File: src/hw/rtl/rptd_pkg.sv
// ----------------------------------------------------------------------------
// rptd_pkg
// Shared constants, command and status types, and the planar-to-pixel
// function of the run-length tile decoder.
// ----------------------------------------------------------------------------
package rptd_pkg;

	localparam int TILE_BYTES  = 16;
	localparam int PLANE_BYTES = TILE_BYTES / 2;
	localparam int ROW_PIXELS  = 8;
	localparam int FILL_W      = $clog2(TILE_BYTES);
	localparam int SEG_W       = FILL_W + 1;

	// Commands from the controller to the datapath
	typedef struct packed {
		logic set_marker;  // latch the incoming byte as escape marker
		logic push_lit;    // append the incoming byte as a literal
		logic load_count;  // latch the incoming byte as run count
		logic load_value;  // latch the incoming byte as run value
		logic run_step;    // append one segment of the pending run
		logic end_stream;  // report stream end, drop partial tile
	} rptd_cmd_t;

	// Status from the datapath to the controller
	typedef struct packed {
		logic is_marker;   // incoming byte equals the escape marker
		logic byte_zero;   // incoming byte is zero
		logic run_last;    // this run segment finishes the run
		logic out_free;    // result register can take a beat this cycle
	} rptd_stat_t;

	// Interleave plane 0 (low bit) and plane 1 (high bit); pixel (x,y) lands
	// at bits 2*(8*y+x), so rows 0-3 fill the low half and rows 4-7 the high.
	function automatic logic [2*TILE_BYTES*ROW_PIXELS/2-1:0] tile_pixels(
		input logic [7:0] b [TILE_BYTES]
	);
		logic [2*TILE_BYTES*ROW_PIXELS/2-1:0] p;
		p = '0;
		for (int y = 0; y < PLANE_BYTES; y++) begin
			for (int x = 0; x < ROW_PIXELS; x++) begin
				p[2*(ROW_PIXELS*y+x)]     = b[y][7-x];
				p[2*(ROW_PIXELS*y+x) + 1] = b[PLANE_BYTES+y][7-x];
			end
		end
		return p;
	endfunction

endpackage

File: src/hw/rtl/rptd_ctrl.sv
// ----------------------------------------------------------------------------
// rptd_ctrl
// Decode-phase state machine: steps through marker, data, count and value
// bytes; expands runs one tile segment per cycle while out_free is set.
// ----------------------------------------------------------------------------
module rptd_ctrl
	import rptd_pkg::*;
(
	input  logic       clk,
	input  logic       arst_n,
	input  logic       in_valid,
	output logic       in_stall,
	input  rptd_stat_t stat,
	output rptd_cmd_t  cmd
);

	typedef enum logic [4:0] {
		ST_MARKER = 5'b00001,
		ST_DATA   = 5'b00010,
		ST_COUNT  = 5'b00100,
		ST_VALUE  = 5'b01000,
		ST_RUN    = 5'b10000
	} state_t;

	state_t state_q, state_d;
	logic   in_acc;

	// Take a byte whenever not expanding a run and the result register is free
	assign in_stall = !((state_q inside {ST_MARKER, ST_DATA, ST_COUNT, ST_VALUE})
		&& stat.out_free);
	assign in_acc   = in_valid && !in_stall;

	// Next state and commands
	always_comb begin
		state_d = state_q;
		cmd     = '0;
		case (state_q)
			ST_MARKER: begin
				if (in_acc) begin
					cmd.set_marker = 1'b1;
					state_d        = ST_DATA;
				end
			end
			ST_DATA: begin
				if (in_acc) begin
					if (stat.is_marker) begin
						state_d = ST_COUNT;
					end else begin
						cmd.push_lit = 1'b1;
					end
				end
			end
			ST_COUNT: begin
				if (in_acc) begin
					if (stat.byte_zero) begin
						cmd.end_stream = 1'b1;
						state_d        = ST_MARKER;
					end else begin
						cmd.load_count = 1'b1;
						state_d        = ST_VALUE;
					end
				end
			end
			ST_VALUE: begin
				if (in_acc) begin
					cmd.load_value = 1'b1;
					state_d        = ST_RUN;
				end
			end
			ST_RUN: begin
				if (stat.out_free) begin
					cmd.run_step = 1'b1;
					if (stat.run_last) begin
						state_d = ST_DATA;
					end
				end
			end
			default: begin
				state_d = ST_MARKER;
			end
		endcase
	end

	// Hold phase
	always_ff @(posedge clk or negedge arst_n) begin
		if (!arst_n) begin
			state_q <= ST_MARKER;
		end else begin
			state_q <= state_d;
		end
	end

	// No byte is taken while a run expands
	a_run_blocks_input: assert property (@(posedge clk) disable iff (!arst_n)
		state_q == ST_RUN |-> in_stall)
		else $error("input accepted during run expansion");

	// The final run segment returns to literal decoding
	a_run_exit: assert property (@(posedge clk) disable iff (!arst_n)
		cmd.run_step && stat.run_last |=> state_q == ST_DATA)
		else $error("run did not return to data phase");

	// A terminator always leads to a new marker
	a_end_to_marker: assert property (@(posedge clk) disable iff (!arst_n)
		cmd.end_stream |=> state_q == ST_MARKER)
		else $error("stream end did not restart at marker");

endmodule

File: src/hw/rtl/rptd_dp.sv
// ----------------------------------------------------------------------------
// rptd_dp
// Datapath: escape marker, run count and value, tile buffer with fill
// position, tile counter and the result register.
// ----------------------------------------------------------------------------
module rptd_dp
	import rptd_pkg::*;
(
	input  logic        clk,
	input  logic        arst_n,
	input  logic [7:0]  in_byte,
	input  rptd_cmd_t   cmd,
	output rptd_stat_t  stat,
	output logic        out_valid,
	input  logic        out_stall,
	output logic [7:0]  tile_number,
	output logic [63:0] rows_upper,
	output logic [63:0] rows_lower,
	output logic        stream_done,
	output logic [3:0]  leftover_bytes,
	output logic        last_of_run
);

	logic [7:0]        marker_q;
	logic [7:0]        rem_q;
	logic [7:0]        value_q;
	logic [FILL_W-1:0] fill_q;
	logic [7:0]        tile_cnt_q;
	logic [7:0]        buf_q [TILE_BYTES];
	logic [7:0]        buf_d [TILE_BYTES];

	logic              out_valid_q;
	logic [7:0]        tile_number_q;
	logic [127:0]      pix_q;
	logic              done_q;
	logic [3:0]        left_q;
	logic              last_q;

	logic [SEG_W-1:0]  space;
	logic [SEG_W-1:0]  run_len;
	logic [SEG_W-1:0]  wr_len;
	logic [SEG_W-1:0]  fill_end;
	logic [7:0]        rem_next;
	logic [7:0]        wr_val;
	logic              wr_en;
	logic              tile_full;
	logic              emit_tile;
	logic              out_load;
	logic [127:0]      pix;

	// Segment of the run that fits the rest of the tile
	assign space    = SEG_W'(TILE_BYTES) - {1'b0, fill_q};
	assign run_len  = (rem_q < {{(8-SEG_W){1'b0}}, space}) ? rem_q[SEG_W-1:0] : space;
	assign rem_next = rem_q - {{(8-SEG_W){1'b0}}, run_len};
	assign wr_en    = cmd.push_lit || cmd.run_step;
	assign wr_val   = cmd.push_lit ? in_byte : value_q;
	assign wr_len   = cmd.push_lit ? SEG_W'(1) : run_len;
	assign fill_end = {1'b0, fill_q} + wr_len;
	assign tile_full = fill_end[SEG_W-1];
	assign emit_tile = wr_en && tile_full;
	assign out_load  = emit_tile || cmd.end_stream;

	// Status back to the controller
	assign stat.is_marker = (in_byte == marker_q);
	assign stat.byte_zero = (in_byte == 8'd0);
	assign stat.run_last  = (rem_q <= {{(8-SEG_W){1'b0}}, space});
	assign stat.out_free  = !out_valid_q || !out_stall;

	// Write the segment into the tile buffer
	always_comb begin
		for (int i = 0; i < TILE_BYTES; i++) begin
			if (wr_en && (SEG_W'(i) >= {1'b0, fill_q}) && (SEG_W'(i) < fill_end)) begin
				buf_d[i] = wr_val;
			end else begin
				buf_d[i] = buf_q[i];
			end
		end
	end

	assign pix = tile_pixels(buf_d);

	always_ff @(posedge clk) begin
		if (wr_en) begin
			for (int i = 0; i < TILE_BYTES; i++) begin
				buf_q[i] <= buf_d[i];
			end
		end
	end

	// Marker, run state, fill position and tile counter
	always_ff @(posedge clk or negedge arst_n) begin
		if (!arst_n) begin
			marker_q   <= '0;
			rem_q      <= '0;
			value_q    <= '0;
			fill_q     <= '0;
			tile_cnt_q <= '0;
		end else begin
			if (cmd.set_marker) begin
				marker_q <= in_byte;
			end
			if (cmd.load_count) begin
				rem_q <= in_byte;
			end else if (cmd.run_step) begin
				rem_q <= rem_next;
			end
			if (cmd.load_value) begin
				value_q <= in_byte;
			end
			if (cmd.end_stream) begin
				fill_q     <= '0;
				tile_cnt_q <= '0;
				rem_q      <= '0;
			end else if (wr_en) begin
				fill_q <= fill_end[FILL_W-1:0];
				if (tile_full) begin
					tile_cnt_q <= tile_cnt_q + 8'd1;
				end
			end
		end
	end

	// Result register: load a tile or the stream end, drop the beat once taken
	always_ff @(posedge clk or negedge arst_n) begin
		if (!arst_n) begin
			out_valid_q <= 1'b0;
		end else if (out_load) begin
			out_valid_q <= 1'b1;
		end else if (!out_stall) begin
			out_valid_q <= 1'b0;
		end
	end

	// Load tile or stream-end fields; last tile of a run: rest cannot fill a tile
	always_ff @(posedge clk) begin
		if (out_load) begin
			if (cmd.end_stream) begin
				tile_number_q <= '0;
				pix_q         <= '0;
				done_q        <= 1'b1;
				left_q        <= fill_q;
				last_q        <= 1'b1;
			end else begin
				tile_number_q <= tile_cnt_q;
				pix_q         <= pix;
				done_q        <= 1'b0;
				left_q        <= '0;
				last_q        <= cmd.push_lit || (rem_next < 8'(TILE_BYTES));
			end
		end
	end

	assign out_valid      = out_valid_q;
	assign tile_number    = tile_number_q;
	assign rows_upper     = pix_q[63:0];
	assign rows_lower     = pix_q[127:64];
	assign stream_done    = done_q;
	assign leftover_bytes = left_q;
	assign last_of_run    = last_q;

	// Never overwrite a beat the receiver has not taken
	a_no_overwrite: assert property (@(posedge clk) disable iff (!arst_n)
		out_load |-> stat.out_free)
		else $error("result register overwritten while stalled");

	// A stream end clears the fill position and tile counter
	a_end_clears: assert property (@(posedge clk) disable iff (!arst_n)
		cmd.end_stream |=> fill_q == '0 && tile_cnt_q == '0)
		else $error("stream end left fill state behind");

	// A stream-end beat carries no tile
	a_done_empty: assert property (@(posedge clk) disable iff (!arst_n)
		out_valid_q && done_q |-> pix_q == '0 && tile_number_q == '0 && last_q)
		else $error("stream-end beat carries tile data");

endmodule

File: src/hw/rtl/rle_planar_tile_decoder.sv
// ----------------------------------------------------------------------------
// rle_planar_tile_decoder
// Escape-byte run-length decoder that assembles 2-bit planar tiles.
// ----------------------------------------------------------------------------
// Usage:
// - Input channel (in_valid, in_stall, in_byte) carries one compressed byte
//   a beat. The first byte of a stream is the escape marker; then literals,
//   or marker + count + value runs; marker + zero count ends the stream.
// - Output channel (out_valid, out_stall, result fields) carries one beat per
//   full 16-byte tile (64 two-bit pixels) and one beat per stream end with
//   stream_done set and the count of dropped partial-tile bytes.
//   last_of_run marks the final beat caused by one input byte.
// - A result is loaded into the output register when the byte or run segment
//   that completes it is taken. After a value byte the run expands one tile
//   segment at a time (a segment ends at a tile boundary or at the end of
//   the run), during which in_stall is high.
// - Reset clears phase, marker, fill position and tile counter; the next
//   byte is taken as a marker. The tile buffer itself is not cleared.
// - While out_stall holds a beat, the decoder stops taking bytes and
//   stops expanding runs; nothing is lost.
// ----------------------------------------------------------------------------
module rle_planar_tile_decoder
	import rptd_pkg::*;
(
	input  logic        clk,
	input  logic        arst_n,
	input  logic        in_valid,
	output logic        in_stall,
	input  logic [7:0]  in_byte,
	output logic        out_valid,
	input  logic        out_stall,
	output logic [7:0]  tile_number,
	output logic [63:0] rows_upper,
	output logic [63:0] rows_lower,
	output logic        stream_done,
	output logic [3:0]  leftover_bytes,
	output logic        last_of_run
);

	rptd_cmd_t  cmd;
	rptd_stat_t stat;

	// Phase sequencer
	rptd_ctrl u_ctrl (
		.clk      (clk),
		.arst_n   (arst_n),
		.in_valid (in_valid),
		.in_stall (in_stall),
		.stat     (stat),
		.cmd      (cmd)
	);

	// Tile buffer and result register
	rptd_dp u_dp (
		.clk            (clk),
		.arst_n         (arst_n),
		.in_byte        (in_byte),
		.cmd            (cmd),
		.stat           (stat),
		.out_valid      (out_valid),
		.out_stall      (out_stall),
		.tile_number    (tile_number),
		.rows_upper     (rows_upper),
		.rows_lower     (rows_lower),
		.stream_done    (stream_done),
		.leftover_bytes (leftover_bytes),
		.last_of_run    (last_of_run)
	);

endmodule

File: config.mk
export PLATFORM = sky130hd
export DESIGN_NAME = rle_planar_tile_decoder
export DESIGN_NICKNAME = d
export VERILOG_FILES = /design/src/hw/rtl/rptd_pkg.sv /design/src/hw/rtl/rptd_ctrl.sv /design/src/hw/rtl/rptd_dp.sv /design/src/hw/rtl/rle_planar_tile_decoder.sv
export SDC_FILE = /design/constraint.sdc
export NUM_CORES = 1
export LEC_CHECK = 0
export BUFFER_PORTS_ARGS = -buffer_cell sky130_fd_sc_hd__buf_2
export CORE_AREA = 8 8 192 194
export DETAILED_ROUTE_END_ITERATION = 10
export DIE_AREA = 0 0 200 202
export GPL_ROUTABILITY_DRIVEN = 0
export SYNTH_ARGS = -nofsm -noshare
export SYNTH_HDL_FRONTEND = slang
export SYNTH_SLANG_ARGS = --single-unit
export TNS_END_PERCENT = 20
File: constraint.sdc
create_clock -name clk -period 19.95 [get_ports clk]
set_input_delay 2.9925 -clock clk [delete_from_list [all_inputs] [get_ports clk]]
set_output_delay 2.9925 -clock clk [all_outputs]
set_load 0.05 [all_outputs]
### Word level (Yosys, flattened, before mapping)

Memories as Yosys holds them, arrays and structs flattened.
Index checks and enable logic that the tools add are counted.

| storage, ports and cells | value |
|---|---|
| memories kept | 1 |
| bits in writable memories | 128 |
| flip-flop bits (word level) | 184 |
| bits in latches | 0 |
| input bits | 12 |
| logic and storage cells | 168 |
| ROM bits | 0 |

| operators by class | value |
|---|---|
| multiply operators | 0 |
| add/subtract/negate cells | 4 |
| divide/modulo/power cells | 0 |
| muxes and demuxes | 55 |
| bitwise logic cells | 0 |
| reductions and logical operators | 48 |
| order comparisons | 34 |
| eq/ne operators | 14 |
| shift-type cells | 0 |

Memories:

| memory | depth | width | rd ports | clocked after memory_dff | write ports | RTL line | RTL |
|---|---|---|---|---|---|---|---|
| u_dp.buf_q | 16 | 8 | 16 | 0 | 16 | rptd_dp.sv:29 | `logic [7:0] buf_q [TILE_BYTES];` |

Operators with widths:

| cell | number |
|---|---|
| 2-to-1 mux 8 bit | 23 |
| 2-to-1 mux 5 bit | 9 |
| < comparator 4 x 5 -> 1 bit, first input constant | 8 |
| logical AND 1 bit | 34 |
| greater-or-equal comparator 4 bit, first input constant | 7 |
| case mux 5 bit (5 select lines) | 1 |
| < comparator 3 x 5 -> 1 bit, first input constant | 4 |
| 2-to-1 mux 1 bit | 19 |
| greater-or-equal comparator 3 x 4 -> 1 bit, first input constant | 4 |
| 2-to-1 mux 4 bit | 3 |
| inequality test 2 x 1 -> 1 bit, second input constant | 6 |
| < comparator 1 x 5 -> 1 bit, first input constant | 2 |
| < comparator 2 x 5 -> 1 bit, first input constant | 2 |
| adder 8 x 1 -> 8 bit, second input constant | 1 |
| == test 8 bit | 1 |
| greater-or-equal comparator 1 x 4 -> 1 bit, first input constant | 2 |
| greater-or-equal comparator 2 x 4 -> 1 bit, first input constant | 2 |
| less-or-equal comparator 8 x 5 -> 1 bit | 1 |
| logical NOT 8 bit | 1 |
| < comparator 8 x 5 -> 1 bit | 1 |
| < comparator 8 x 5 -> 1 bit, second input constant | 1 |
| subtractor 8 x 5 -> 8 bit | 1 |
| AND reduction 7 bit | 1 |
| adder 4 x 5 -> 5 bit | 1 |
| 13 further kinds | 20 |

### Logic depth before layout (Yosys ltp)

Gate-level depths: netlist of run 1.

| depth | value |
|---|---|
| word-level depth | 11 |
| gate-level depth with buffers | 22 |

### By module

From an unflattened synthesis of run 1, not the netlist that was laid out.

| unflattened totals | value |
|---|---|
| cells, all modules | 1283 |
| area total of the unflattened synthesis | 16019.1 µm² |

Modules (own cells, without submodules):

| module | times used | seq. area each (µm²) | cells each | area an instance (µm²) |
|---|---|---|---|---|
| rptd_dp | 1 | 9033.7 | 1233 | 15616.2 |
| rptd_ctrl | 1 | 126.4 | 50 | 402.9 |

### Worst setup path after synthesis of run 1

No wires, ideal clock.

| timing path | value |
|---|---|
| path kind | input to register |
| start point | input in_byte[7] |
| end point | register u_dp.last_q, in the netlist u_dp.last_of_run (enable) |
| data arrival time | 8853 ps |
| buffers on the path | 2 |
| setup time | 507 ps |
| cell stages on the path | 13 |
| path slack | 10590 ps |
| data required time | 19443 ps |
| cell sequence | xor2_1 nor4_2 a211o_1 buf_2 nand2b_1 ha_1 fa_1 a21o_1 a21o_1 clkbuf_1 a211o_1 and3_1 nand2_1 |

| on the way | value |
|---|---|
| cells in the longest elaborated chain, start to end | 8 |
| elaborated cells between the ends (all ways) | 13 |

Ends and longest elaborated chain:

| item | RTL line | RTL |
|---|---|---|
| start, declared | rle_planar_tile_decoder.sv:29 | `input logic [7:0] in_byte,` |
| == test 8 bit | rptd_dp.sv:64 | `assign stat.is_marker = (in_byte == marker_q);` |
| 2-to-1 mux 1 bit | rptd_ctrl.sv:46 | `if (stat.is_marker) begin` |
| 2-to-1 mux 1 bit | rptd_ctrl.sv:45 | `if (in_acc) begin` |
| 2-to-1 mux 1 bit | rptd_ctrl.sv:37 | `case (state_q)` |
| 2-to-1 mux 5 bit | rptd_dp.sv:57 | `assign wr_len = cmd.push_lit ? SEG_W'(1) : run_len;` |
| adder 4 x 5 -> 5 bit | rptd_dp.sv:58 | `assign fill_end = {1'b0, fill_q} + wr_len;` |
| logical AND 1 bit | rptd_dp.sv:60 | `assign emit_tile = wr_en && tile_full;` |
| logical OR 1 bit * | rptd_dp.sv:61 | `assign out_load = emit_tile \|\| cmd.end_stream;` |
| via u_dp.out_load | rptd_dp.sv:48 | `logic out_load;` |
| end signal, assigned | rptd_dp.sv:148 | `last_q <= cmd.push_lit \|\| (rem_next < 8'(TILE_BYTES));` |
| end, declared | rptd_dp.sv:37 | `logic last_q;` |

Mark *: on every way through the listed nets, which the timed path passes. The rest lies on a longest branch.
A chain may end at the register's enable or synchronous reset.

### Worst setup path in the final report of run 1

| timing path | value |
|---|---|
| start point | input in_byte[5] |
| end point | register u_dp.pix_q[93] (enable) |

| on the way | value |
|---|---|
| cells in the longest elaborated chain, start to end | 8 |
| elaborated cells between the ends (all ways) | 13 |

Ends and longest elaborated chain:

| item | RTL line | RTL |
|---|---|---|
| == test 8 bit | rptd_dp.sv:64 |  |
| 2-to-1 mux 1 bit | rptd_ctrl.sv:46 |  |
| 2-to-1 mux 1 bit | rptd_ctrl.sv:45 |  |
| 2-to-1 mux 1 bit | rptd_ctrl.sv:37 |  |
| 2-to-1 mux 5 bit | rptd_dp.sv:57 |  |
| adder 4 x 5 -> 5 bit | rptd_dp.sv:58 |  |
| logical AND 1 bit | rptd_dp.sv:60 |  |
| logical OR 1 bit * | rptd_dp.sv:61 |  |
| via u_dp.out_load | rptd_dp.sv:48 |  |
| end signal, assigned | rptd_dp.sv:145 | `pix_q <= pix;` |
| end, declared | rptd_dp.sv:34 | `logic [127:0] pix_q;` |

Marked as above.

==> metrics.txt, run 1 <==
# TYPE chip_impl_metric gauge
chip_impl_metric{name="placement.setup.worst_slack",unit="ps"} 11560
chip_impl_metric{name="synthDistinctLibCells",unit=""} 67
chip_impl_info{name="worstReg2RegStart",value="u_dp.fill_q[1]"} 1
chip_impl_info{name="mostFrequentLayoutCells",value="270 x edfxtp_1, 155 x buf_2, 96 x nand2_1"} 1
chip_impl_metric{name="timing.setup.tns",unit="ps"} 0
chip_impl_metric{name="clock_sink_count",unit=""} 312
chip_impl_metric{name="wl_met1",unit="um"} 16500
chip_impl_metric{name="setup_viol_count_final",unit=""} 0
chip_impl_info{name="min_from",value="u_ctrl.state_q[1]"} 1
chip_impl_metric{name="pwr-share-comb",unit=""} 0.425
chip_impl_metric{name="syn-num-nets",unit=""} 1137
chip_impl_metric{name="fin_worst_hold_slack",unit="ps"} 526
chip_impl_metric{name="initial_antenna_violation_count",unit=""} 0
chip_impl_info{name="tritoncts",value="done"} 1
chip_impl_metric{name="placed_area",unit="um2"} 16100
chip_impl_info{name="worst_r2r_endpoint",value="u_dp.pix_q[93]"} 1
chip_impl_metric{name="clock_tree.htree_level_count",unit=""} 2
chip_impl_info{name="type_of_the_setup_path_with_the_least_slack",value="in -> reg"} 1
chip_impl_metric{name="syn2layout_area_growth",unit="%"} 16.3
chip_impl_metric{name="fmaxAchievable",unit="MHz"} 127
chip_impl_metric{name="layout_setup_ws",unit="ps"} 12110
chip_impl_metric{name="worst-endpoint-arrival",unit="ps"} 7970
chip_impl_metric{name="drt-total-wl",unit="um"} 35900
chip_impl_metric{name="die-height",unit="um"} 202
chip_impl_metric{name="overall_power_consumption",unit="W"} 0.00288
chip_impl_metric{name="timing.final.crit_period",unit="ps"} 7840
chip_impl_metric{name="finalNetCount",unit=""} 1281
chip_impl_metric{name="warning_count_from_the_yosys_run",unit=""} 0
chip_impl_metric{name="die_outline_area",unit="um2"} 40400
chip_impl_metric{name="grt_pass1_vias",unit=""} 9266
chip_impl_metric{name="slew_headroom",unit=""} 0.204
chip_impl_metric{name="share_clk_of_total_power",unit=""} 0.244
chip_impl_metric{name="detailroute.wirelength.met3",unit="um"} 1980
chip_impl_metric{name="timing.final.crit_share",unit=""} 0.393
chip_impl_metric{name="route.detailed.vias_per_inst",unit=""} 5.46
chip_impl_metric{name="leakage",unit="nW"} 6.64
chip_impl_metric{name="detailedRoute.firstPassIterationCount",unit=""} 5
chip_impl_metric{name="dp_hpwl",unit="um"} 22500
chip_impl_metric{name="avgSynthCellArea",unit="um2"} 13.5
chip_impl_metric{name="final.setup_skew",unit="ps"} 22.5
chip_impl_metric{name="whs_path_depth",unit=""} 2
chip_impl_metric{name="final_design_area_no_fill",unit="um2"} 17400
chip_impl_info{name="startpoint_type",value="input pin"} 1
chip_impl_metric{name="route.antenna.remaining_nets",unit=""} 0
chip_impl_metric{name="grt-ovfl-total",unit=""} 0
chip_impl_metric{name="avgRoutedWirePerCell",unit="um"} 20.7
chip_impl_info{name="holdCritPathClass",value="reg -> reg"} 1
chip_impl_metric{name="grt_start_max_net_pins",unit=""} 88
chip_impl_metric{name="r2r_cells",unit=""} 19
chip_impl_metric{name="drt-initial-drc-count",unit=""} 595
chip_impl_metric{name="ir_drop",unit="mV"} 0.118
chip_impl_metric{name="tritoncts_buffer_count",unit=""} 37
chip_impl_metric{name="worst-path-max-fanout",unit=""} 86
chip_impl_info{name="dominantRegCellSynth",value="edfxtp_1"} 1
chip_impl_metric{name="cts.repair.resized",unit=""} 0
chip_impl_metric{name="clock_latency",unit="ps"} 520
chip_impl_metric{name="post-synth-top-area-fraction",unit=""} 0.543
chip_impl_metric{name="maxCapViolations",unit=""} 0
chip_impl_metric{name="power.switching",unit="W"} 0.00117
chip_impl_metric{name="drt_drc_violations_left",unit=""} 0
chip_impl_metric{name="fp.coreArea",unit="um2"} 33900
chip_impl_info{name="rsz0062_at_grt",value="no"} 1
chip_impl_metric{name="power_frac_seq",unit=""} 0.330
chip_impl_metric{name="antenna_cells",unit=""} 0
chip_impl_metric{name="share_of_post_route_cells_with_drive_strength_above_1",unit=""} 0.283
chip_impl_info{name="synthDominantAreaCellType",value="edfxtp_1"} 1
chip_impl_metric{name="grt_first_pass_wirelength",unit="um"} 55800
chip_impl_metric{name="synth-edff-count",unit=""} 270
chip_impl_metric{name="port-buffer-count",unit=""} 155
chip_impl_metric{name="post_synthesis_cell_area",unit="um2"} 14900
chip_impl_metric{name="swShare",unit=""} 0.404
chip_impl_metric{name="cellInternalPower",unit="W"} 0.00172
chip_impl_metric{name="synthesis.instances",unit=""} 1105
chip_impl_metric{name="synth.ff_latch_count",unit=""} 312
chip_impl_metric{name="vias",unit=""} 9453
chip_impl_metric{name="final-max-slew-violation-count",unit=""} 0
chip_impl_metric{name="post_cts_setup_buffers",unit=""} 0
chip_impl_info{name="critical_path_endpoint_category",value="flop"} 1
chip_impl_metric{name="r2r_slack",unit="ps"} 13200
chip_impl_metric{name="route.met2.wl",unit="um"} 16900
chip_impl_metric{name="final_hold_fails",unit=""} 0
chip_impl_metric{name="synth-seq-area-share",unit=""} 0.613
chip_impl_info{name="synth.area.top_cells",value="edfxtp_1 54%, dfrtp_1 6.9%, mux2_2 6.9%"} 1
chip_impl_info{name="route.top_layer_used",value="met4"} 1
chip_impl_metric{name="cts.clk_slew.worst_paths",unit="ps"} 60
chip_impl_metric{name="worst_ep_required_time",unit="ps"} 20070
chip_impl_info{name="final_common_cell",value="edfxtp_1"} 1
chip_impl_metric{name="initial_core_util",unit=""} 0.440
chip_impl_metric{name="holdBufCountCts",unit=""} 0
chip_impl_metric{name="clk_path_buf_depth",unit=""} 3
chip_impl_metric{name="boundaryPins",unit=""} 156
chip_impl_metric{name="transition_time_at_the_pin_with_the_least_slew_margin",unit="ps"} 1190
chip_impl_metric{name="grt_use_total",unit=""} 0.176
chip_impl_metric{name="die_w",unit="um"} 200
chip_impl_info{name="hold_critical_path_endpoint",value="u_ctrl.state_q[1]"} 1
chip_impl_metric{name="power.density",unit="nW/um2"} 166
chip_impl_info{name="cts-root-buf",value="clkbuf_16"} 1
chip_impl_metric{name="ys_async_sr_fraction",unit=""} 0.135
chip_impl_metric{name="placementRows",unit=""} 68
chip_impl_info{name="run_status",value="complete, no violations"} 1
worst max-delay path by stage:
stage / start / end / slack (ps)
after floorplan: in_byte[7] / u_dp.last_of_run / 10590
after global placement: in_byte[5] / u_dp.pix_q[37] / 11670
after detailed placement: in_byte[5] / u_dp.pix_q[35] / 11560
after CTS: in_byte[7] / u_dp.pix_q[53] / 12070
after global routing: in_byte[5] / u_dp.pix_q[93] / 11790
final: in_byte[5] / u_dp.pix_q[93] / 12110
cells in the mapped netlist (4+ instances only):
library cell and count:
edfxtp_1 270, nand2_1 97, mux2_2 91, mux2i_1 81
nor2_1 64, nand3_1 45, a21oi_1 44, dfrtp_1 41
clkbuf_1 39, o21a_1 31, o211a_1 30, and2_1 23
a211oi_1 21, o21ai_0 21, ha_1 18, inv_1 18
xor2_1 13, a21o_1 12, buf_2 10, a31oi_1 8
and3_1 8, mux2_4 8, xnor2_1 8, buf_6 7
buf_1 6, buf_4 6, nor2b_1 6, a211oi_2 5
mux2i_2 5, nand2b_1 4, nand4_1 4, o211ai_1 4
kinds of logic after synthesis:
kind of cell / after synthesis / share of synthesized area
AOI/OAI and AO/OA: 202 / 0.102
xor gates and xnor gates: 21 / 0.0123
adders and majority gates: 20 / 0.0178
buffers and inverters: 86 / 0.0275
DFF: 312 / 0.613
muxes: 187 / 0.137
and+or+nand+nor: 277 / 0.0901
critical path, stage by stage:
cell      delay (ps)
buf_2            140
xor2_1           150
nor4_2           480
a211o_1          650
nand2b_1         120
ha_1             230
fa_1             440
a21o_1           220
a21o_1           330
a211o_1          360
and3_1           210
nand2_4          590
buf_4            900
state kept, by name, indices dropped and copies added (netlist names):
| register | cells |
|---|---|
| u_ctrl.state_q | 5 |
| u_dp.buf_q | 128 |
| u_dp.fill_q | 4 |
| u_dp.last_of_run | 1 |
| u_dp.leftover_bytes | 4 |
| u_dp.marker_q | 8 |
| u_dp.out_valid | 1 |
| u_dp.pix_q | 128 |
| u_dp.rem_q | 8 |
| u_dp.stream_done | 1 |
| u_dp.tile_cnt_q | 8 |
| u_dp.tile_number | 8 |
| u_dp.value_q | 8 |
metal layers:
layer | vias up | track usage
met1 | 4723 | 0.252
met4 | 0 | 0.0371
met2 | 238 | 0.277
met5 | - | 0
li1 | 4456 | -
met3 | 36 | 0.0286
cell type report:
cell class	instances	area [um2]
Clock buffer	43	970
Clock inverter	24	303
Fill cell	3006	16600
Inverter	18	70.1
Multi-Input combinational cell	707	5390
Sequential cell	312	9160
Tap cell	455	569
Timing Repair Buffer	173	911
metrics by stage:
stage	utilization	std cells
finish	0.512	1732
global route	0.512	1732
CTS	0.512	1732
detailed placement	0.474	1665
global placement	0.474	1665
floorplan	-	1105
power groups by stage:
stage | Combinational [W] | Clock, W | Sequential, W
6_report | 0.00123 | 0.000705 | 0.000952
5_1_grt | 0.00134 | 0.000745 | 0.000966
4_1_cts | 0.00123 | 0.000717 | 0.000953
3_5_place_dp | 0.00122 | 0 | 0.000965
3_3_place_gp | 0.00121 | 0 | 0.000964
2_1_floorplan | 0.000829 | 0 | 0.00105
(Power assumes the default switching activity.)
==> inputs of run 2 (changes only) <==
--- a/config.mk
+++ b/config.mk
@@ -10,6 +10,7 @@
 export DETAILED_ROUTE_END_ITERATION = 10
 export DIE_AREA = 0 0 200 202
 export GPL_ROUTABILITY_DRIVEN = 0
+export PLACE_DENSITY = 0.65
 export SYNTH_ARGS = -nofsm -noshare
 export SYNTH_HDL_FRONTEND = slang
 export SYNTH_SLANG_ARGS = --single-unit
==> constraint.sdc (replaced) <==
create_clock -name clk -period 6.5 [get_ports clk]
set_input_delay 0.975 -clock clk [delete_from_list [all_inputs] [get_ports clk]]
set_output_delay 0.975 -clock clk [all_outputs]
set_load 0.05 [all_outputs]
==> run 2 against run 1 <==
Hold slack better by 0.68 ps. Via count up 0.78%. Design area grew 0.22%. Total power grew to 3.1 times the previous value. Clock skew down 6.6 ps. Global-route usage barely moved. Flip-flop and latch count unchanged. Highest routed layer unchanged.
==> metrics.txt, run 2 (synthesized netlist as in run 1, its figures left out) <==
# TYPE chip_impl_metric gauge
chip_impl_info{name="run_status",value="complete, no violations"} 1
chip_impl_metric{name="detailedRoute.firstPassIterationCount",unit=""} 5
chip_impl_metric{name="fp.coreArea",unit="um2"} 33900
chip_impl_metric{name="port-buffer-count",unit=""} 155
chip_impl_metric{name="timing.final.crit_period",unit="ps"} 6000
chip_impl_info{name="min_from",value="u_dp.value_q[2]"} 1
chip_impl_metric{name="maxCapViolations",unit=""} 0
chip_impl_metric{name="initial_antenna_violation_count",unit=""} 0
chip_impl_metric{name="vias",unit=""} 9527
chip_impl_metric{name="place_inst",unit=""} 1682
chip_impl_info{name="critical_path_endpoint_category",value="flop"} 1
chip_impl_info{name="type_of_the_setup_path_with_the_least_slack",value="reg -> reg"} 1
chip_impl_metric{name="timing.final.crit_share",unit=""} 0.923
chip_impl_metric{name="syn2layout_area_growth",unit="%"} 16.5
chip_impl_info{name="worst_r2r_endpoint",value="u_dp.pix_q[106]"} 1
chip_impl_metric{name="avgRoutedWirePerCell",unit="um"} 20.7
chip_impl_metric{name="cpPeakStageDelay",unit="ps"} 590
chip_impl_info{name="cts-root-buf",value="clkbuf_16"} 1
chip_impl_metric{name="fmaxAchievable",unit="MHz"} 167
chip_impl_metric{name="antenna_cells",unit=""} 0
chip_impl_metric{name="die_w",unit="um"} 200
chip_impl_metric{name="final_hold_fails",unit=""} 0
chip_impl_metric{name="tritoncts_buffer_count",unit=""} 35
chip_impl_metric{name="final-max-slew-violation-count",unit=""} 0
chip_impl_metric{name="power.density",unit="nW/um2"} 508
chip_impl_info{name="cp_slowest_cell",value="xor2_1"} 1
chip_impl_metric{name="slew_headroom",unit=""} 0.265
chip_impl_info{name="startpoint_type",value="flop"} 1
chip_impl_metric{name="cts.clk_slew.worst_paths",unit="ps"} 60
chip_impl_metric{name="transition_time_at_the_pin_with_the_least_slew_margin",unit="ps"} 1100
chip_impl_metric{name="setup_viol_count_final",unit=""} 0
chip_impl_metric{name="grt_start_max_net_pins",unit=""} 77
chip_impl_metric{name="initial_core_util",unit=""} 0.440
chip_impl_metric{name="timing.setup.tns",unit="ps"} 0
chip_impl_info{name="largest_registers",value="u_dp.buf_q x128, u_dp.pix_q x128"} 1
chip_impl_metric{name="clock_tree.htree_level_count",unit=""} 2
chip_impl_metric{name="filler_cells",unit=""} 2959
chip_impl_metric{name="layout_setup_ws",unit="ps"} 502
chip_impl_metric{name="final-instance-count-excl-fill",unit=""} 1744
chip_impl_info{name="final_common_cell",value="edfxtp_1"} 1
chip_impl_metric{name="route.detailed.vias_per_inst",unit=""} 5.46
chip_impl_metric{name="boundaryPins",unit=""} 156
chip_impl_metric{name="share_of_post_route_cells_with_drive_strength_above_1",unit=""} 0.291
chip_impl_metric{name="grt-ovfl-total",unit=""} 0
chip_impl_metric{name="grt_use_total",unit=""} 0.175
chip_impl_info{name="worstPathCellList",value="inv_1 -> ha_1 -> nand2b_1 -> nand2b_1 -> ha_1 -> and4b_1 -> o21ai_1 -> nand2_1 -> nand2_1 -> o21ai_0 -> nand2b_1 -> ha_1 -> fa_1 -> xor2_1 -> nand3_1 -> nor2b_1 -> mux2i_1 -> buf_4 -> and2_0 -> buf_4 -> o211a_1"} 1
chip_impl_metric{name="placementRows",unit=""} 68
chip_impl_info{name="tritoncts",value="done"} 1
chip_impl_metric{name="drt-initial-drc-count",unit=""} 678
chip_impl_metric{name="worst-path-max-fanout",unit=""} 10
chip_impl_metric{name="worst-endpoint-arrival",unit="ps"} 6370
chip_impl_metric{name="ir_drop",unit="mV"} 0.370
chip_impl_info{name="holdCritPathClass",value="reg -> reg"} 1
chip_impl_info{name="cpLargestDelayFamily",value="simple AND/OR/NAND/NOR gates"} 1
chip_impl_metric{name="post_cts_setup_buffers",unit=""} 0
chip_impl_metric{name="cp.buffers_inverters",unit=""} 3
chip_impl_metric{name="final.setup_skew",unit="ps"} 15.9
chip_impl_info{name="worstReg2RegStart",value="u_dp.fill_q[1]"} 1
chip_impl_metric{name="clock_sink_count",unit=""} 312
chip_impl_metric{name="grt_first_pass_wirelength",unit="um"} 55600
chip_impl_metric{name="r2r_slack",unit="ps"} 500
chip_impl_metric{name="die-height",unit="um"} 202
chip_impl_info{name="rsz0062_at_grt",value="no"} 1
chip_impl_metric{name="route.antenna.remaining_nets",unit=""} 0
chip_impl_metric{name="dp_hpwl",unit="um"} 23500
chip_impl_info{name="mostFrequentLayoutCells",value="270 x edfxtp_1, 155 x buf_2, 94 x nand2_1"} 1
chip_impl_info{name="hold_critical_path_endpoint",value="u_dp.value_q[2]"} 1
chip_impl_metric{name="holdBufCountCts",unit=""} 0
chip_impl_metric{name="leakage",unit="nW"} 6.66
chip_impl_metric{name="die_outline_area",unit="um2"} 40400
chip_impl_metric{name="worst_ep_required_time",unit="ps"} 6870
chip_impl_metric{name="clock_latency",unit="ps"} 510
chip_impl_metric{name="drt_drc_violations_left",unit=""} 0
chip_impl_metric{name="r2r_cells",unit=""} 21
chip_impl_metric{name="drt-total-wl",unit="um"} 36100
chip_impl_metric{name="clk_path_buf_depth",unit=""} 3
chip_impl_metric{name="placement.setup.worst_slack",unit="ps"} 434
chip_impl_metric{name="whs_path_depth",unit=""} 1
chip_impl_metric{name="grt_pass1_vias",unit=""} 9383
chip_impl_metric{name="post-route-util",unit=""} 0.513
chip_impl_metric{name="finalNetCount",unit=""} 1296
run 2: cell types whose count changed in the layout (fill, tap and decap cells not counted), moves of 2 or more:
cell | previous run | this run
nand2_2 | 0 | 2
clkbuf_16 | 38 | 35
buf_4 | 18 | 33
nand2_1 | 96 | 94
clkinv_2 | 9 | 4
clkinvlp_4 | 0 | 3
bufinv_16 | 7 | 5
buf_12 | 0 | 2
run 2: worst max path at each step:
stage	cells past startpoint	endpoint	startpoint	slack [ps]
6_report	21	u_dp.pix_q[106]	u_dp.fill_q[1]	500
5_1_grt	19	u_dp.buf_q[0][10]	u_dp.fill_q[1]	70
4_1_cts	18	u_dp.pix_q[18]	u_dp.fill_q[1]	380
3_5_place_dp	18	u_dp.buf_q[0][15]	u_dp.fill_q[1]	430
3_3_place_gp	20	u_dp.buf_q[0][13]	u_dp.fill_q[1]	630
2_1_floorplan	19	u_dp.last_of_run	u_dp.fill_q[1]	280
run 2: worst reg2reg max path, cell delays in order, from the launching register on:
cell      delay, ps
dfrtp_1         510
inv_1           190
ha_1            270
nand2b_1        100
nand2b_1        220
ha_1            350
and4b_1         240
o21ai_1         310
nand2_1         260
nand2_1         120
o21ai_0         110
nand2b_1        170
ha_1            210
fa_1            450
xor2_1          590
nand3_1         240
nor2b_1         190
mux2i_1         310
buf_4           230
and2_0          400
buf_4           240
o211a_1         160
run 2: per-layer routing:
layer / GRT usage / share of wire
met5: 0 / 0
met4: 0.0331 / 0.014
met3: 0.0353 / 0.069
met2: 0.277 / 0.46
met1: 0.249 / 0.46
run 2: power breakdown:
| group | leakage [nW] | total [W] | switching, W | internal (W) |
|---|---|---|---|---|
| registers | 2.97 | 0.00292 | 0.000209 | 0.00271 |
| clock network | 0.551 | 0.00198 | 0.000783 | 0.00120 |
| logic | 3.13 | 0.00395 | 0.00264 | 0.00131 |
run 2: cell type report:
cell class              instances  area (um2)  area share
multi-input cells             707        5400       0.310
well taps                     455         569      0.0327
clock inverters                21         236      0.0136
flip-flops and latches        312        9160       0.526
repair buffers                190        1060      0.0611
clock buffers                  41         908      0.0522
inverters                      18        70.1     0.00402
run 2: metrics by stage:
step	cell area [um2]	total power [W]	hold WS [ps]
after CTS	17400	0.00888	530
final	17400	0.00885	526
after global placement	16300	0.00679	509
after global routing	17400	0.00933	543
after floorplan	14900	0.00577	480
after detailed placement	16300	0.00688	516
run 2: repair_timing:
action | 4_1_cts | 5_1_grt
endpoints found under the setup margin | 0 | 13
endpoints found under the hold margin | 0 | 0
resized for setup | 0 | 2
==> inputs of run 3 (changes only) <==
--- a/config.mk
+++ b/config.mk
@@ -5,12 +5,13 @@
 export SDC_FILE = /design/constraint.sdc
 export NUM_CORES = 1
 export LEC_CHECK = 0
+export ABC_AREA = 1
 export BUFFER_PORTS_ARGS = -buffer_cell sky130_fd_sc_hd__buf_2
-export CORE_AREA = 8 8 192 194
+export CORE_AREA = 8 8 189 191
 export DETAILED_ROUTE_END_ITERATION = 10
-export DIE_AREA = 0 0 200 202
+export DIE_AREA = 0 0 197 199
 export GPL_ROUTABILITY_DRIVEN = 0
-export PLACE_DENSITY = 0.65
+export PLACE_DENSITY = 0.66
 export SYNTH_ARGS = -nofsm -noshare
 export SYNTH_HDL_FRONTEND = slang
 export SYNTH_SLANG_ARGS = --single-unit
==> run 3 against run 2 <==
Synthesized cell count is 31% higher. Via count increased by 4.1%. Clock power about the same. Register-to-register slack better by 540 ps. Area after synthesis down 2.8%. Routed wire length shrank 8.0%. First-iteration DRC count grew 11%. Sequential share of layout area up 1.8 points.
==> metrics.txt, run 3 <==
# TYPE chip_impl_metric gauge
chip_impl_info{name="rsz0062_at_grt",value="no"} 1
chip_impl_metric{name="cts.repair.resized",unit=""} 0
chip_impl_metric{name="worst_ep_required_time",unit="ps"} 6670
chip_impl_metric{name="clock_tree.htree_level_count",unit=""} 2
chip_impl_metric{name="worst-endpoint-arrival",unit="ps"} 5630
chip_impl_metric{name="final_design_area_no_fill",unit="um2"} 16800
chip_impl_info{name="worstReg2RegStart",value="u_dp.fill_q[1]"} 1
chip_impl_metric{name="r2r_slack",unit="ps"} 1040
chip_impl_info{name="holdCritPathClass",value="reg -> reg"} 1
chip_impl_metric{name="r2r_cells",unit=""} 24
chip_impl_info{name="type_of_the_setup_path_with_the_least_slack",value="reg -> reg"} 1
chip_impl_info{name="critical_path_endpoint_category",value="flop"} 1
chip_impl_metric{name="detailroute.wirelength.met3",unit="um"} 2010
chip_impl_metric{name="synthDistinctLibCells",unit=""} 48
chip_impl_metric{name="final-instance-count-excl-fill",unit=""} 2076
chip_impl_metric{name="placed_area",unit="um2"} 15700
chip_impl_metric{name="cellInternalPower",unit="W"} 0.00433
chip_impl_metric{name="clock_latency",unit="ps"} 510
chip_impl_metric{name="synth-seq-area-share",unit=""} 0.631
chip_impl_metric{name="avgRoutedWirePerCell",unit="um"} 16.0
chip_impl_metric{name="die_outline_area",unit="um2"} 39200
chip_impl_info{name="mostFrequentLayoutCells",value="316 x inv_1, 270 x edfxtp_1, 253 x nand2_1"} 1
chip_impl_metric{name="cp_num_cells",unit=""} 24
chip_impl_metric{name="whs_path_depth",unit=""} 2
chip_impl_metric{name="drt_drc_violations_left",unit=""} 0
chip_impl_metric{name="worst-path-max-fanout",unit=""} 62
chip_impl_info{name="synth_commonest_cells",value="317 x inv_1, 270 x edfxtp_1, 254 x nand2_1, 163 x nor2_1, 81 x o21ai_1"} 1
chip_impl_metric{name="final.setup_skew",unit="ps"} 19.9
chip_impl_metric{name="dp_hpwl",unit="um"} 22300
chip_impl_info{name="worst_r2r_endpoint",value="u_dp.pix_q[38]"} 1
chip_impl_metric{name="setup_viol_count_final",unit=""} 0
chip_impl_info{name="crit_path_frequent_cell",value="inv_1"} 1
chip_impl_metric{name="ir_drop",unit="mV"} 0.303
chip_impl_metric{name="post_cts_setup_buffers",unit=""} 0
chip_impl_metric{name="grt_pass1_vias",unit=""} 9727
chip_impl_metric{name="share_clk_of_total_power",unit=""} 0.283
chip_impl_metric{name="route.antenna.remaining_nets",unit=""} 0
chip_impl_info{name="cp_slowest_cell",value="dfrtp_1"} 1
chip_impl_metric{name="fp.coreArea",unit="um2"} 32900
chip_impl_metric{name="drt-initial-drc-count",unit=""} 751
chip_impl_info{name="min_from",value="u_dp.value_q[0]"} 1
chip_impl_info{name="synthMostInstantiatedCell",value="inv_1"} 1
chip_impl_metric{name="detailedRoute.firstPassIterationCount",unit=""} 5
chip_impl_metric{name="place_inst",unit=""} 2016
chip_impl_metric{name="timing.final.crit_period",unit="ps"} 5460
chip_impl_info{name="run_status",value="complete, no violations"} 1
chip_impl_metric{name="clk_path_buf_depth",unit=""} 3
chip_impl_metric{name="cts.clk_slew.worst_paths",unit="ps"} 60
chip_impl_metric{name="antenna_cells",unit=""} 0
chip_impl_info{name="final_common_cell",value="inv_1"} 1
chip_impl_metric{name="leakage",unit="nW"} 7.93
chip_impl_metric{name="transition_time_at_the_pin_with_the_least_slew_margin",unit="ps"} 1020
chip_impl_metric{name="share_of_post_route_cells_with_drive_strength_above_1",unit=""} 0.187
chip_impl_metric{name="fin_worst_hold_slack",unit="ps"} 493
chip_impl_metric{name="avgSynthCellArea",unit="um2"} 10.0
chip_impl_metric{name="overall_power_consumption",unit="W"} 0.00697
chip_impl_metric{name="power_frac_seq",unit=""} 0.379
chip_impl_metric{name="ys_async_sr_fraction",unit=""} 0.135
chip_impl_metric{name="cp.buffers_inverters",unit=""} 6
chip_impl_metric{name="pwr-share-comb",unit=""} 0.338
chip_impl_metric{name="grt-ovfl-total",unit=""} 0
chip_impl_metric{name="port-buffer-count",unit=""} 155
chip_impl_metric{name="boundaryPins",unit=""} 156
chip_impl_info{name="hold_critical_path_endpoint",value="u_dp.value_q[0]"} 1
chip_impl_info{name="route.top_layer_used",value="met4"} 1
chip_impl_metric{name="cpPeakStageDelay",unit="ps"} 490
chip_impl_metric{name="synthesis.instances",unit=""} 1451
chip_impl_metric{name="die-height",unit="um"} 199
chip_impl_info{name="worstPathCellList",value="inv_1 -> ha_1 -> nand2_1 -> ha_1 -> inv_1 -> nor2_1 -> nand3_1 -> or2_1 -> nand2_2 -> o21ai_0 -> or2_2 -> ha_1 -> fa_1 -> nand2_1 -> inv_1 -> o21ai_0 -> and2_0 -> inv_1 -> nand3_1 -> nand2_2 -> nor2_8 -> inv_4 -> nand2_8 -> buf_4"} 1
chip_impl_metric{name="route.detailed.vias_per_inst",unit=""} 4.78
chip_impl_metric{name="initial_core_util",unit=""} 0.442
chip_impl_metric{name="timing.final.crit_share",unit=""} 0.839
chip_impl_metric{name="vias",unit=""} 9917
chip_impl_metric{name="route.met2.wl",unit="um"} 15300
chip_impl_metric{name="grt_first_pass_wirelength",unit="um"} 52600
chip_impl_metric{name="drt-total-wl",unit="um"} 33300
chip_impl_info{name="synthDominantAreaCellType",value="edfxtp_1"} 1
chip_impl_info{name="synth.area.top_cells",value="edfxtp_1 56%, inv_1 8.2%, dfrtp_1 7.1%"} 1
chip_impl_metric{name="timing.setup.tns",unit="ps"} 0
chip_impl_metric{name="synth-edff-count",unit=""} 270
chip_impl_metric{name="tritoncts_buffer_count",unit=""} 34
chip_impl_metric{name="initial_antenna_violation_count",unit=""} 0
chip_impl_metric{name="power.density",unit="nW/um2"} 414
chip_impl_metric{name="syn2layout_area_growth",unit="%"} 15.9
chip_impl_metric{name="wl_met1",unit="um"} 15300
chip_impl_metric{name="final_hold_fails",unit=""} 0
chip_impl_metric{name="synth.ff_latch_count",unit=""} 312
chip_impl_info{name="tritoncts",value="done"} 1
chip_impl_metric{name="post_synthesis_cell_area",unit="um2"} 14500
chip_impl_metric{name="placementRows",unit=""} 67
chip_impl_metric{name="clock_sink_count",unit=""} 312
chip_impl_metric{name="grt_use_total",unit=""} 0.169
chip_impl_info{name="startpoint_type",value="flop"} 1
chip_impl_metric{name="syn-num-nets",unit=""} 1483
chip_impl_metric{name="power.switching",unit="W"} 0.00264
chip_impl_metric{name="finalNetCount",unit=""} 1636
chip_impl_metric{name="grt_start_max_net_pins",unit=""} 86
chip_impl_info{name="cts-root-buf",value="clkbuf_16"} 1
chip_impl_metric{name="holdBufCountCts",unit=""} 0
chip_impl_metric{name="maxCapViolations",unit=""} 0
chip_impl_metric{name="warning_count_from_the_yosys_run",unit=""} 0
chip_impl_info{name="cpLargestDelayFamily",value="simple AND/OR/NAND/NOR gates"} 1
chip_impl_metric{name="post-synth-top-area-fraction",unit=""} 0.558
chip_impl_metric{name="die_w",unit="um"} 197
chip_impl_info{name="largest_registers",value="u_dp.buf_q x128, u_dp.pix_q x128"} 1
chip_impl_metric{name="fmaxAchievable",unit="MHz"} 183
chip_impl_metric{name="slew_headroom",unit=""} 0.322
chip_impl_metric{name="filler_cells",unit=""} 3032
chip_impl_info{name="dominantRegCellSynth",value="edfxtp_1"} 1
chip_impl_metric{name="final-max-slew-violation-count",unit=""} 0
chip_impl_metric{name="swShare",unit=""} 0.379
## run 3: worst reg2reg max path, cell delays in order, from the launching register on
cell	delay (ps)
dfrtp_1	490
inv_1	200
ha_1	260
nand2_1	130
ha_1	290
inv_1	30
nor2_1	130
nand3_1	110
or2_1	250
nand2_2	150
o21ai_0	130
or2_2	310
ha_1	210
fa_1	390
nand2_1	80
inv_1	40
o21ai_0	120
and2_0	200
inv_1	70
nand3_1	90
nand2_2	210
nor2_8	290
inv_4	120
nand2_8	410
buf_4	410
## run 3: cell type report
class | count | area [um2] | area share
multi-input combinational | 765 | 3870 | 0.230
clock buffer | 39 | 891 | 0.0529
tap | 448 | 561 | 0.0333
inverter | 328 | 1240 | 0.0737
timing repair buffer | 163 | 848 | 0.0504
sequential | 312 | 9160 | 0.544
clock inverter | 21 | 259 | 0.0154
## run 3: through the flow
step                      utilization  setup WS (ps)
after floorplan                     -            515
after global placement          0.477           1220
final                           0.512           1040
after global routing            0.512            569
after detailed placement        0.477           1050
after CTS                       0.512           1050
## run 3: cell families (layout without fill, tap and decap cells)
kind of cell | Yosys count | after routing | share of synthesized area
AND/OR/NAND/NOR | 551 | 551 | 0.168
adder cells (fa/ha/maj) | 20 | 20 | 0.0183
flip-flops | 312 | 312 | 0.631
XOR/XNOR | 13 | 13 | 0.00784
AO/OA/AOI/OAI | 181 | 181 | 0.0717
buffers and inverters | 374 | 551 | 0.104
## run 3: power by group through the flow
| stage | sequential (W) | combinational, W | clock, W |
|---|---|---|---|
| after detailed placement | 0.00267 | 0.00235 | 0 |
| final | 0.00264 | 0.00236 | 0.00197 |
| after global placement | 0.00267 | 0.00231 | 0 |
| after CTS | 0.00264 | 0.00236 | 0.00201 |
| after floorplan | 0.00282 | 0.00164 | 0 |
| after global routing | 0.00266 | 0.00263 | 0.00208 |
## run 3: worst max path at each step
stage / startpoint / endpoint
finish: u_dp.fill_q[1] / u_dp.pix_q[38]
global route: u_dp.fill_q[1] / u_dp.pix_q[38]
CTS: u_dp.fill_q[1] / u_dp.pix_q[38]
detailed placement: u_dp.fill_q[1] / u_dp.pix_q[38]
global placement: u_dp.fill_q[1] / u_dp.pix_q[34]
floorplan: u_dp.fill_q[1] / u_dp.last_of_run
## run 3: per-layer routing
| metal | track usage | up-vias |
|---|---|---|
| met5 | 0 | - |
| met4 | 0.0387 | 0 |
| met3 | 0.0332 | 38 |
| met2 | 0.273 | 264 |
| met1 | 0.232 | 4668 |
| li1 | - | 4947 |
